===== src/design/rwre_pkg.sv =====
// Shared types and constants of the renewal window R estimator.
package rwre_pkg;

   localparam int WEIGHT_REGS = 7;
   localparam int WEIGHT_W    = 17;
   localparam int WIDX_W      = 3;
   localparam int EXTRA_W     = 5;
   localparam int COUNT_W     = 16;
   localparam int LAMBDA_W    = 35;
   localparam int INC_W       = 21;
   localparam int LSUM_W      = 40;
   localparam int LEN_W       = 6;
   localparam int DAYS_W      = 6;
   localparam int NUM_W       = 24;
   localparam int DEN_W       = 43;
   localparam int QUO_W       = 32;
   localparam int CSR_ADDR_W  = 5;
   localparam int CSR_DATA_W  = 32;

   localparam logic [WEIGHT_W-1:0] WEIGHT_ONE     = 17'd65536;
   localparam logic [DAYS_W-1:0]   DAYS_CAP       = 6'd33;
   localparam logic [DEN_W-1:0]    DEN_BIAS       = 43'd65536;
   localparam logic [WIDX_W-1:0]   REG_WINDOW_EXTRA = 3'd7;
   localparam logic [EXTRA_W-1:0]  EXTRA_RESET    = 5'd6;

   typedef struct packed {
      logic [WEIGHT_REGS-1:0][WEIGHT_W-1:0] weight;
      logic [EXTRA_W-1:0]                   window_extra;
   } rwre_cfg_type;

   typedef struct packed {
      logic [COUNT_W-1:0]  count;
      logic [LAMBDA_W-1:0] lambda;
   } rwre_entry_type;

   typedef struct packed {
      logic busy;
      logic done;
   } rwre_div_stat_type;

endpackage


===== src/design/renewal_window_r_estimator_top.sv =====
// Top level of the renewal window R estimator: sequencer, infectivity MAC, window sums.
// Flow: an accepted request runs the MAC over TAPS taps and writes the day; once the window
//   is warm it reads back len = min(window_extra + 1, WINDOW_DEPTH) days and divides, and
//   a saturated result skips the 32 divide steps.
// Requests: one day at a time; a new one is taken only in idle, so a stalled result holds it off.
// Reset: synchronous, active high; clears the day counter, write pointer, history and handshake
//   state; the window memory is never read before it is written, so it needs no clearing pass.
module renewal_window_r_estimator_top #(
   parameter int TAPS         = 7,
   parameter int WINDOW_DEPTH = 32
) (
   input  logic                              clock,
   input  logic                              reset,
   // request channel
   input  logic                              req_tvalid,
   output logic                              req_tready,
   input  logic [15:0]                       req_tdata,   // [15:0] day_count
   // result channel
   output logic                              rsp_tvalid,
   input  logic                              rsp_tready,
   output logic [95:0]                       rsp_tdata,   // [31:0] r_estimate,
                                                          // [52:32] window_incidence,
                                                          // [92:53] window_infectivity,
                                                          // [95:93] zero
   output logic [0:0]                        rsp_tuser,   // [0] saturated
   // configuration port
   input  logic                              csr_psel,
   input  logic                              csr_penable,
   input  logic                              csr_pwrite,
   input  logic [rwre_pkg::CSR_ADDR_W-1:0]   csr_paddr,
   input  logic [rwre_pkg::CSR_DATA_W-1:0]   csr_pwdata,
   output logic [rwre_pkg::CSR_DATA_W-1:0]   csr_prdata,
   output logic                              csr_pready
);
   import rwre_pkg::*;

   localparam int ADDR_W    = (WINDOW_DEPTH > 1) ? $clog2(WINDOW_DEPTH) : 1;
   localparam int TAP_IDX_W = (TAPS > 1) ? $clog2(TAPS) : 1;
   localparam int LEN_CAP   = (WINDOW_DEPTH < 32) ? WINDOW_DEPTH : 32;
   localparam logic [LEN_W-1:0]  LEN_CAP_V = LEN_W'(LEN_CAP);
   localparam logic [ADDR_W-1:0] LAST_ADDR = ADDR_W'(WINDOW_DEPTH - 1);
   localparam logic [WIDX_W-1:0] LAST_TAP  = WIDX_W'(TAPS - 1);

   // sequencer states
   localparam logic [2:0] S_IDLE  = 3'd0;
   localparam logic [2:0] S_MAC   = 3'd1;
   localparam logic [2:0] S_WRITE = 3'd2;
   localparam logic [2:0] S_SUM   = 3'd3;
   localparam logic [2:0] S_PREP  = 3'd4;
   localparam logic [2:0] S_DIV   = 3'd5;
   localparam logic [2:0] S_OUT   = 3'd6;

   rwre_cfg_type       cfg;
   rwre_div_stat_type  div_stat;
   rwre_entry_type     wr_entry;
   rwre_entry_type     rd_entry;

   logic [2:0]            state_ff, state_in;
   logic [WIDX_W-1:0]     tap_ff, tap_in;
   logic [LAMBDA_W-1:0]   acc_ff, acc_in;
   logic [COUNT_W-1:0]    count_ff, count_in;
   logic [COUNT_W-1:0]    recent_ff [TAPS];
   logic [DAYS_W-1:0]     days_ff, days_in;
   logic [LEN_W-1:0]      len_ff, len_in;
   logic [LEN_W-1:0]      issue_ff, issue_in;
   logic                  rd_pend_ff, rd_pend_in;
   logic [ADDR_W-1:0]     wr_ptr_ff, wr_ptr_in;
   logic [ADDR_W-1:0]     rd_ptr_ff, rd_ptr_in;
   logic [INC_W-1:0]      inc_ff, inc_in;
   logic [LSUM_W-1:0]     lsum_ff, lsum_in;
   logic                  rsp_valid_ff, rsp_valid_in;
   logic [95:0]           rsp_data_ff;
   logic                  rsp_sat_ff;

   logic                  req_accept;
   logic                  rsp_load;
   logic                  mem_wr_en;
   logic                  mem_rd_en;
   logic                  div_start;
   logic                  shift_recent;
   logic [WEIGHT_W-1:0]   weight_sel;
   logic [WEIGHT_W-1:0]   weight_clamp;
   logic [32:0]           product;
   logic [LEN_W-1:0]      extra_plus;
   logic [DAYS_W-1:0]     days_next;
   logic [INC_W:0]        inc_plus;
   logic [NUM_W-1:0]      num_hi;
   logic [DEN_W-1:0]      den;
   logic [QUO_W-1:0]      quotient;
   logic                  quo_sat;

   rwre_csr u_csr (
      .clock       (clock),
      .reset       (reset),
      .csr_psel    (csr_psel),
      .csr_penable (csr_penable),
      .csr_pwrite  (csr_pwrite),
      .csr_paddr   (csr_paddr),
      .csr_pwdata  (csr_pwdata),
      .csr_prdata  (csr_prdata),
      .csr_pready  (csr_pready),
      .cfg         (cfg)
   );

   rwre_window_mem #(
      .DEPTH  (WINDOW_DEPTH),
      .ADDR_W (ADDR_W)
   ) u_window_mem (
      .clock   (clock),
      .wr_en   (mem_wr_en),
      .wr_addr (wr_ptr_ff),
      .wr_data (wr_entry),
      .rd_en   (mem_rd_en),
      .rd_addr (rd_ptr_ff),
      .rd_data (rd_entry)
   );

   rwre_divider u_divider (
      .clock     (clock),
      .reset     (reset),
      .start     (div_start),
      .num_hi    (num_hi),
      .den       (den),
      .quotient  (quotient),
      .saturated (quo_sat),
      .stat      (div_stat)
   );

   assign req_tready = (state_ff == S_IDLE);
   assign req_accept = req_tvalid & req_tready;

   // one MAC tap per cycle; a weight above one acts as one
   assign weight_sel   = cfg.weight[tap_ff];
   assign weight_clamp = (weight_sel > WEIGHT_ONE) ? WEIGHT_ONE : weight_sel;
   assign product      = 33'(weight_clamp) * 33'(recent_ff[tap_ff[TAP_IDX_W-1:0]]);

   // window length and warm-up test
   assign extra_plus = LEN_W'(cfg.window_extra) + LEN_W'(1);
   assign days_next  = (days_ff < DAYS_CAP) ? days_ff + DAYS_W'(1) : days_ff;

   assign wr_entry.count  = count_ff;
   assign wr_entry.lambda = acc_ff;
   assign mem_wr_en       = (state_ff == S_WRITE);
   assign mem_rd_en       = (state_ff == S_SUM) && (issue_ff < len_ff);
   assign shift_recent    = (state_ff == S_WRITE);

   // divider operands: (inc + 1) * 5 and lam * 5 + 2^16
   assign inc_plus  = {1'b0, inc_ff} + (INC_W + 1)'(1);
   assign num_hi    = (NUM_W'(inc_plus) << 2) + NUM_W'(inc_plus);
   assign den       = (DEN_W'(lsum_ff) << 2) + DEN_W'(lsum_ff) + DEN_BIAS;
   assign div_start = (state_ff == S_PREP);

   assign rsp_load  = (state_ff == S_OUT) && (!rsp_valid_ff || rsp_tready);

   always_comb begin
      state_in   = state_ff;
      tap_in     = tap_ff;
      acc_in     = acc_ff;
      count_in   = count_ff;
      days_in    = days_ff;
      len_in     = len_ff;
      issue_in   = issue_ff;
      rd_pend_in = 1'b0;
      wr_ptr_in  = wr_ptr_ff;
      rd_ptr_in  = rd_ptr_ff;
      inc_in     = inc_ff;
      lsum_in    = lsum_ff;
      case (state_ff)
         S_IDLE: begin
            if (req_accept) begin
               count_in = req_tdata;
               tap_in   = '0;
               acc_in   = '0;
               state_in = S_MAC;
            end
         end
         S_MAC: begin
            acc_in = acc_ff + LAMBDA_W'(product);
            tap_in = tap_ff + WIDX_W'(1);
            if (tap_ff == LAST_TAP) begin
               state_in = S_WRITE;
            end
         end
         S_WRITE: begin
            // store the newest day, then walk back over the window
            len_in    = (extra_plus > LEN_CAP_V) ? LEN_CAP_V : extra_plus;
            days_in   = days_next;
            rd_ptr_in = wr_ptr_ff;
            wr_ptr_in = (wr_ptr_ff == LAST_ADDR) ? '0 : wr_ptr_ff + ADDR_W'(1);
            issue_in  = '0;
            inc_in    = '0;
            lsum_in   = '0;
            if (days_next > len_in) begin
               state_in = S_SUM;
            end else begin
               state_in = S_IDLE;
            end
         end
         S_SUM: begin
            if (mem_rd_en) begin
               issue_in   = issue_ff + LEN_W'(1);
               rd_ptr_in  = (rd_ptr_ff == '0) ? LAST_ADDR : rd_ptr_ff - ADDR_W'(1);
               rd_pend_in = 1'b1;
            end
            if (rd_pend_ff) begin
               inc_in  = inc_ff + INC_W'(rd_entry.count);
               lsum_in = lsum_ff + LSUM_W'(rd_entry.lambda);
            end
            if (!mem_rd_en && !rd_pend_ff) begin
               state_in = S_PREP;
            end
         end
         S_PREP: begin
            state_in = S_DIV;
         end
         S_DIV: begin
            if (div_stat.done) begin
               state_in = S_OUT;
            end
         end
         S_OUT: begin
            if (rsp_load) begin
               state_in = S_IDLE;
            end
         end
         default: begin
            state_in = S_IDLE;
         end
      endcase
   end

   always_comb begin
      rsp_valid_in = rsp_valid_ff;
      if (rsp_load) begin
         rsp_valid_in = 1'b1;
      end else if (rsp_tready) begin
         rsp_valid_in = 1'b0;
      end
   end

   always_ff @(posedge clock) begin
      if (reset) begin
         state_ff     <= S_IDLE;
         days_ff      <= '0;
         wr_ptr_ff    <= '0;
         rd_pend_ff   <= 1'b0;
         rsp_valid_ff <= 1'b0;
         for (int i = 0; i < TAPS; i++) begin
            recent_ff[i] <= '0;
         end
      end else begin
         state_ff     <= state_in;
         days_ff      <= days_in;
         wr_ptr_ff    <= wr_ptr_in;
         rd_pend_ff   <= rd_pend_in;
         rsp_valid_ff <= rsp_valid_in;
         // advance the count history once the day's infectivity is formed
         if (shift_recent) begin
            for (int i = TAPS - 1; i > 0; i--) begin
               recent_ff[i] <= recent_ff[i - 1];
            end
            recent_ff[0] <= count_ff;
         end
      end
   end

   always_ff @(posedge clock) begin
      tap_ff    <= tap_in;
      acc_ff    <= acc_in;
      count_ff  <= count_in;
      len_ff    <= len_in;
      issue_ff  <= issue_in;
      rd_ptr_ff <= rd_ptr_in;
      inc_ff    <= inc_in;
      lsum_ff   <= lsum_in;
      if (rsp_load) begin
         rsp_data_ff <= {3'b000, lsum_ff, inc_ff, quotient};
         rsp_sat_ff  <= quo_sat;
      end
   end

   assign rsp_tvalid   = rsp_valid_ff;
   assign rsp_tdata    = rsp_data_ff;
   assign rsp_tuser[0] = rsp_sat_ff;

   // a result is only formed once the whole window holds stored days
   a_emit_after_warmup: assert property (@(posedge clock) disable iff (reset)
      rsp_load |-> (days_ff > len_ff))
      else $error("result loaded before the window is filled");

   // the read loop never issues past the window length
   a_issue_bounded: assert property (@(posedge clock) disable iff (reset)
      (state_ff == S_SUM) |-> (issue_ff <= len_ff))
      else $error("window read count ran past the window length");

   // the divider only runs while the sequencer waits for it
   a_div_owned: assert property (@(posedge clock) disable iff (reset)
      (div_stat.busy || div_stat.done) |-> (state_ff == S_DIV))
      else $error("divider active outside the divide state");

   // an accepted request always starts the MAC
   a_accept_to_mac: assert property (@(posedge clock) disable iff (reset)
      req_accept |=> (state_ff == S_MAC))
      else $error("accepted request did not start the MAC");

   // a stalled result holds its payload
   a_rsp_hold: assert property (@(posedge clock) disable iff (reset)
      (rsp_valid_ff && !rsp_tready) |=> $stable(rsp_data_ff) && rsp_valid_ff)
      else $error("stalled result changed");

endmodule


===== src/design/rwre_csr.sv =====
// Configuration register file behind the APB-style port.
module rwre_csr (
   input  logic                              clock,
   input  logic                              reset,
   input  logic                              csr_psel,
   input  logic                              csr_penable,
   input  logic                              csr_pwrite,
   input  logic [rwre_pkg::CSR_ADDR_W-1:0]   csr_paddr,
   input  logic [rwre_pkg::CSR_DATA_W-1:0]   csr_pwdata,
   output logic [rwre_pkg::CSR_DATA_W-1:0]   csr_prdata,
   output logic                              csr_pready,
   output rwre_pkg::rwre_cfg_type            cfg
);
   import rwre_pkg::*;

   rwre_cfg_type        cfg_ff;
   logic [WIDX_W-1:0]   reg_idx;
   logic                wr_en;

   assign reg_idx    = csr_paddr[CSR_ADDR_W-1:2];
   assign csr_pready = 1'b1;
   assign wr_en      = csr_psel & csr_penable & csr_pwrite & csr_pready;
   assign cfg        = cfg_ff;

   always_ff @(posedge clock) begin
      if (reset) begin
         for (int i = 1; i < WEIGHT_REGS; i++) begin
            cfg_ff.weight[i] <= '0;
         end
         cfg_ff.weight[0]    <= WEIGHT_ONE;
         cfg_ff.window_extra <= EXTRA_RESET;
      end else if (wr_en) begin
         if (reg_idx == REG_WINDOW_EXTRA) begin
            cfg_ff.window_extra <= csr_pwdata[EXTRA_W-1:0];
         end else begin
            cfg_ff.weight[reg_idx] <= csr_pwdata[WEIGHT_W-1:0];
         end
      end
   end

   always_comb begin
      if (reg_idx == REG_WINDOW_EXTRA) begin
         csr_prdata = CSR_DATA_W'(cfg_ff.window_extra);
      end else begin
         csr_prdata = CSR_DATA_W'(cfg_ff.weight[reg_idx]);
      end
   end

endmodule


===== src/design/rwre_window_mem.sv =====
// Window store: one write port, one registered read port.
module rwre_window_mem #(
   parameter int DEPTH  = 32,
   parameter int ADDR_W = (DEPTH > 1) ? $clog2(DEPTH) : 1
) (
   input  logic                     clock,
   input  logic                     wr_en,
   input  logic [ADDR_W-1:0]        wr_addr,
   input  rwre_pkg::rwre_entry_type wr_data,
   input  logic                     rd_en,
   input  logic [ADDR_W-1:0]        rd_addr,
   output rwre_pkg::rwre_entry_type rd_data
);
   import rwre_pkg::*;

   rwre_entry_type mem [DEPTH];
   rwre_entry_type rd_data_ff;

   always_ff @(posedge clock) begin
      if (wr_en) begin
         mem[wr_addr] <= wr_data;
      end
   end

   always_ff @(posedge clock) begin
      if (rd_en) begin
         rd_data_ff <= mem[rd_addr];
      end
   end

   assign rd_data = rd_data_ff;

endmodule


===== src/design/rwre_divider.sv =====
// Bit-serial restoring divider for the Q16.16 estimate, with saturation.
module rwre_divider (
   input  logic                            clock,
   input  logic                            reset,
   input  logic                            start,
   input  logic [rwre_pkg::NUM_W-1:0]      num_hi,
   input  logic [rwre_pkg::DEN_W-1:0]      den,
   output logic [rwre_pkg::QUO_W-1:0]      quotient,
   output logic                            saturated,
   output rwre_pkg::rwre_div_stat_type     stat
);
   import rwre_pkg::*;

   localparam int CNT_W = $clog2(QUO_W);
   localparam logic [CNT_W-1:0] LAST_STEP = CNT_W'(QUO_W - 1);

   logic               busy_ff, busy_in;
   logic               done_ff, done_in;
   logic [CNT_W-1:0]   cnt_ff, cnt_in;
   logic [DEN_W-1:0]   rem_ff, rem_in;
   logic [DEN_W-1:0]   den_ff, den_in;
   logic [QUO_W-1:0]   quo_ff, quo_in;
   logic               sat_ff, sat_in;
   logic [DEN_W:0]     rem_shift;
   logic [DEN_W:0]     rem_diff;
   logic [DEN_W-1:0]   num_ext;

   assign num_ext   = DEN_W'(num_hi);
   assign rem_shift = {rem_ff, 1'b0};
   assign rem_diff  = rem_shift - {1'b0, den_ff};

   always_comb begin
      busy_in = busy_ff;
      done_in = 1'b0;
      cnt_in  = cnt_ff;
      rem_in  = rem_ff;
      den_in  = den_ff;
      quo_in  = quo_ff;
      sat_in  = sat_ff;
      if (start) begin
         den_in = den;
         cnt_in = '0;
         if (num_ext >= den) begin
            // quotient would need more than 32 bits
            quo_in  = '1;
            sat_in  = 1'b1;
            done_in = 1'b1;
            busy_in = 1'b0;
         end else begin
            rem_in  = num_ext;
            quo_in  = '0;
            sat_in  = 1'b0;
            busy_in = 1'b1;
         end
      end else if (busy_ff) begin
         if (rem_shift >= {1'b0, den_ff}) begin
            rem_in = rem_diff[DEN_W-1:0];
            quo_in = {quo_ff[QUO_W-2:0], 1'b1};
         end else begin
            rem_in = rem_shift[DEN_W-1:0];
            quo_in = {quo_ff[QUO_W-2:0], 1'b0};
         end
         cnt_in = cnt_ff + CNT_W'(1);
         if (cnt_ff == LAST_STEP) begin
            busy_in = 1'b0;
            done_in = 1'b1;
         end
      end
   end

   always_ff @(posedge clock) begin
      if (reset) begin
         busy_ff <= 1'b0;
         done_ff <= 1'b0;
         cnt_ff  <= '0;
      end else begin
         busy_ff <= busy_in;
         done_ff <= done_in;
         cnt_ff  <= cnt_in;
      end
   end

   always_ff @(posedge clock) begin
      rem_ff <= rem_in;
      den_ff <= den_in;
      quo_ff <= quo_in;
      sat_ff <= sat_in;
   end

   assign quotient  = quo_ff;
   assign saturated = sat_ff;
   assign stat.busy = busy_ff;
   assign stat.done = done_ff;

endmodule


===== config.mk =====
export PLATFORM = sky130hd
export DESIGN_NAME = renewal_window_r_estimator_top
export DESIGN_NICKNAME = d
export VERILOG_FILES = /design/src/design/rwre_pkg.sv /design/src/design/renewal_window_r_estimator_top.sv /design/src/design/rwre_csr.sv /design/src/design/rwre_window_mem.sv /design/src/design/rwre_divider.sv
export SDC_FILE = /design/constraint.sdc
export NUM_CORES = 2
export LEC_CHECK = 0
export BUFFER_PORTS_ARGS = -buffer_cell sky130_fd_sc_hd__buf_2
export CORE_UTILIZATION = 63
export DETAILED_ROUTE_END_ITERATION = 8
export PLACE_DENSITY = 0.8
export SYNTH_ARGS = -nofsm -noshare
export SYNTH_HDL_FRONTEND = slang
export SYNTH_SLANG_ARGS = --single-unit

===== constraint.sdc =====
create_clock -name clock -period 11.1 [get_ports clock]
set_clock_uncertainty 0.1 [all_clocks]
set_input_delay 2.22 -clock clock [delete_from_list [all_inputs] [get_ports clock]]
set_output_delay 2.22 -clock clock [all_outputs]
set_load 0.01 [all_outputs]

==> impl_metrics.env <==
export IMPL_power_frac_seq_pct=43.2
export IMPL_path_common_cell="fa_1"
export IMPL_cpPeakStageDelay_ns=1.04
export IMPL_p_sw_w=0.00923
export IMPL_r2r_start="tap_ff[2]"
export IMPL_synthSimpleGateAreaFrac_pct=6.80
export IMPL_clock_sinks=2290
export IMPL_grt_pass1_wl_um=449000
export IMPL_fin_crit_sh_pct=96.0
export IMPL_crit_path_max_fanout=24
export IMPL_grt_util_met2_pct=57.3
export IMPL_cts_setup_buffers=0
export IMPL_synth_seq_cells=2290
export IMPL_synth_top_area_cell="edfxtp_1"
export IMPL_tritoncts="built"
export IMPL_cp_end_kind="flop"
export IMPL_finalHoldViolations=0
export IMPL_routedWlPerCell_um=31.7
export IMPL_muxShareOfSynthArea_pct=13.3
export IMPL_min_path_type="flop to flop"
export IMPL_hold_depth=0
export IMPL_grt_pass1_vias=66697
export IMPL_final_common_cell="edfxtp_1"
export IMPL_rrSetupSlack_ns=0.44
export IMPL_clkPwrFrac_pct=28.8
export IMPL_clk_path_buf_depth=3
export IMPL_grtUsageMet3_pct=8.36
export IMPL_port_buffer_count=155
export IMPL_top_usage_layer="met2"
export IMPL_holdWs_ns=0.327
export IMPL_h_tree_depth=4
export IMPL_syn_instance_count=7108
export IMPL_async_flop_share_pct=0
export IMPL_cts_hold_buf=0
export IMPL_synth_area_um2=109000
export IMPL_start_kind="flop"
export IMPL_die_w_um=418
export IMPL_grt_overflow=0
export IMPL_combPwrFrac_pct=28.0
export IMPL_synth_top_family_by_area="multiplexers"
export IMPL_synth_top_area_share_pct=59.0
export IMPL_synth_xor_area_share_pct=1.46
export IMPL_synthAdderAreaFrac_pct=8.53
export IMPL_fp_row_count=152
export IMPL_finalMaxSlewViolations=0
export IMPL_finalWirelength_um=310000
export IMPL_min_to="rsp_tdata[31]"
export IMPL_setup_violations=0
export IMPL_min_period_ns=10.66
export IMPL_synth_cell_types=97
export IMPL_slowest_stage="edfxtp_1"
export IMPL_reg2reg_to="acc_ff[31]"
export IMPL_synth_edf_count=2140
export IMPL_grt_usage_pct=35.8
export IMPL_initial_utilization_pct=63.4
export IMPL_arrival_ns=11.12
export IMPL_drt_iter0_markers=9005
export IMPL_place_hpwl_um=173000
export IMPL_ir_drop_uv=189
export IMPL_worstSetupPathType="flop to flop"
export IMPL_p_int_w=0.0183
export IMPL_cts_resized=0
export IMPL_reg2regPathDepth=31
export IMPL_numCtsBuffers=219
export IMPL_area_growth_pct=10.1
export IMPL_layout_common_cells="edfxtp_1 (2140), nand2_1 (655), mux4_2 (556)"
export IMPL_ys_seq_area_share_pct=61.8
export IMPL_startpoint="tap_ff[2]"
export IMPL_fmax_mhz=93.8
export IMPL_syn_area_per_cell_um2=15.3
export IMPL_rsz0062_at_grt="false"
export IMPL_hp_start="u_divider.quotient[31]"
export IMPL_use_met1_pct=44.8
export IMPL_globalplace_congestion=0.914
export IMPL_powerDensity_nw_per_um2=230
export IMPL_insertion_delay_ns=0.92
export IMPL_cp_required_ns=11.56
export IMPL_fin_nets=7923
export IMPL_ioPinCount=192
export IMPL_yosys_most_used_dff="edfxtp_1"
export IMPL_status="finished, final reports clean"
export IMPL_num_vias=66833
export IMPL_synthTopCellsByArea="edfxtp_1 (59%), mux4_2 (12%), fa_1 (4.5%), ha_1 (4.0%), dfxtp_1 (2.8%)"
export IMPL_routed_via_density=6.84
export IMPL_drt_pass1_iter_count=8
export IMPL_fin_tns_setup_ns=0
export IMPL_clk_pin_slew_ns=0.07
export IMPL_die_h_um=418
export IMPL_grt_max_degree=110
export IMPL_detail_route_antenna_nets=0
export IMPL_ctsRootBufferMaster="clkbuf_16"
export IMPL_max_cap_viol_count=0
export IMPL_ys_warnings_count=0
export IMPL_relSlewSlack_pct=4.61
export IMPL_antenna_found_initial=18
export IMPL_drive_above_1_share_pct=18.3
export IMPL_swShare_pct=33.5
export IMPL_worst_pin_slew_ns=1.43
export IMPL_drcViolationCount=0
export IMPL_die_area_um2=174000
export IMPL_power_leakage_nw=42.8
export IMPL_fp_coreArea_um2=172000
export IMPL_synth_compound_area_share_pct=5.01
how the worst max path moves through the flow:
| stage | endpoint | slack [ns] | cells after the start |
|---|---|---|---|
| floorplan | acc_ff[31] | 2.29 | 29 |
| global placement | acc_ff[31] | 0.83 | 32 |
| global route | acc_ff[31] | 0.06 | 33 |
| finish | acc_ff[31] | 0.44 | 31 |
| CTS | acc_ff[31] | 0.02 | 32 |
| detailed placement | acc_ff[31] | 0.52 | 32 |
cell usage after synthesis (all sizes together) (31+ instances only):
library cell	n
xnor2	100
buf	105
xor2	81
nand2	687
nand3	57
clkbuf	248
o21a	31
nand2b	54
a31oi	31
a21oi	320
mux4	556
fa	246
nand4	46
dfxtp	150
and2	134
inv	506
ha	348
nor3	60
mux2i	103
and3	44
edfxtp	2140
nor2b	75
a21o	98
a211oi	31
nor2	323
mux2	78
o21ai	172
cell type report:
class / count / area (µm²)
clock inverter: 149 / 1830
fill: 10468 / 51700
sequential: 2290 / 67300
inverter: 507 / 1900
tap: 2310 / 2890
timing repair buffer: 277 / 1740
multi-input combinational: 3974 / 38500
antenna: 13 / 32.5
clock buffer: 258 / 5680
critical path, delay by kind of cell, from the launching register on:
kind                     cells  cell delay, ns
buffers and inverters        8            1.14
AND/OR/NAND/NOR              6            1.51
AO/OA/AOI/OAI                7            2.02
adder cells (fa/ha/maj)      7            3.47
multiplexers                 3            1.04
flip-flops                   1            1.04
metal layers:
| layer | share of wire, % | routed length (µm) |
|---|---|---|
| met1 | 34 | 105000 |
| met2 | 48 | 148000 |
| met3 | 11 | 33900 |
| met4 | 7.1 | 22000 |
| met5 | 0.016 | 48 |
cells by family after synthesis:
kind of cell / after synthesis
flops: 2290
simple gates: 1580
compound gates: 863
buf+inv: 861
mux: 737
fa+ha+maj: 594
xor+xnor: 181
other cells: 2
power by group through the flow:
stage / combinational, W / sequential, W / clock [W]
3_5_place_dp: 0.00732 / 0.0120 / 0
4_1_cts: 0.00759 / 0.0119 / 0.00796
5_1_grt: 0.00824 / 0.0120 / 0.00826
3_3_place_gp: 0.00710 / 0.0119 / 0
2_1_floorplan: 0.00537 / 0.0115 / 0
6_report: 0.00771 / 0.0119 / 0.00795
flip-flops by register name (all words and copies together) (netlist names), 16 cells and up, named ones only:
signal	flops
u_window_mem.mem	1632
lsum_ff	40
u_divider.quotient	32
count_ff	16
u_divider.den_ff	43
u_window_mem.rd_data	51
inc_ff	21
acc_ff	35
u_divider.rem_ff	43
rsp_tdata	93
recent_ff	112
u_csr.cfg	124
through the flow:
step | cells | total power [W] | util, % | instance area (µm²) | setup WS [ns]
floorplan | 7125 | 0.0168 | - | 109000 | 2.29
global placement | 9357 | 0.0190 | 65.5 | 112000 | 0.829
detailed placement | 9357 | 0.0193 | 65.5 | 112000 | 0.517
CTS | 9764 | 0.0274 | 69.9 | 120000 | 0.0203
global route | 9769 | 0.0285 | 69.9 | 120000 | 0.0628
finish | 9778 | 0.0276 | 69.9 | 120000 | 0.440
Power figures use the tool's default switching activity.
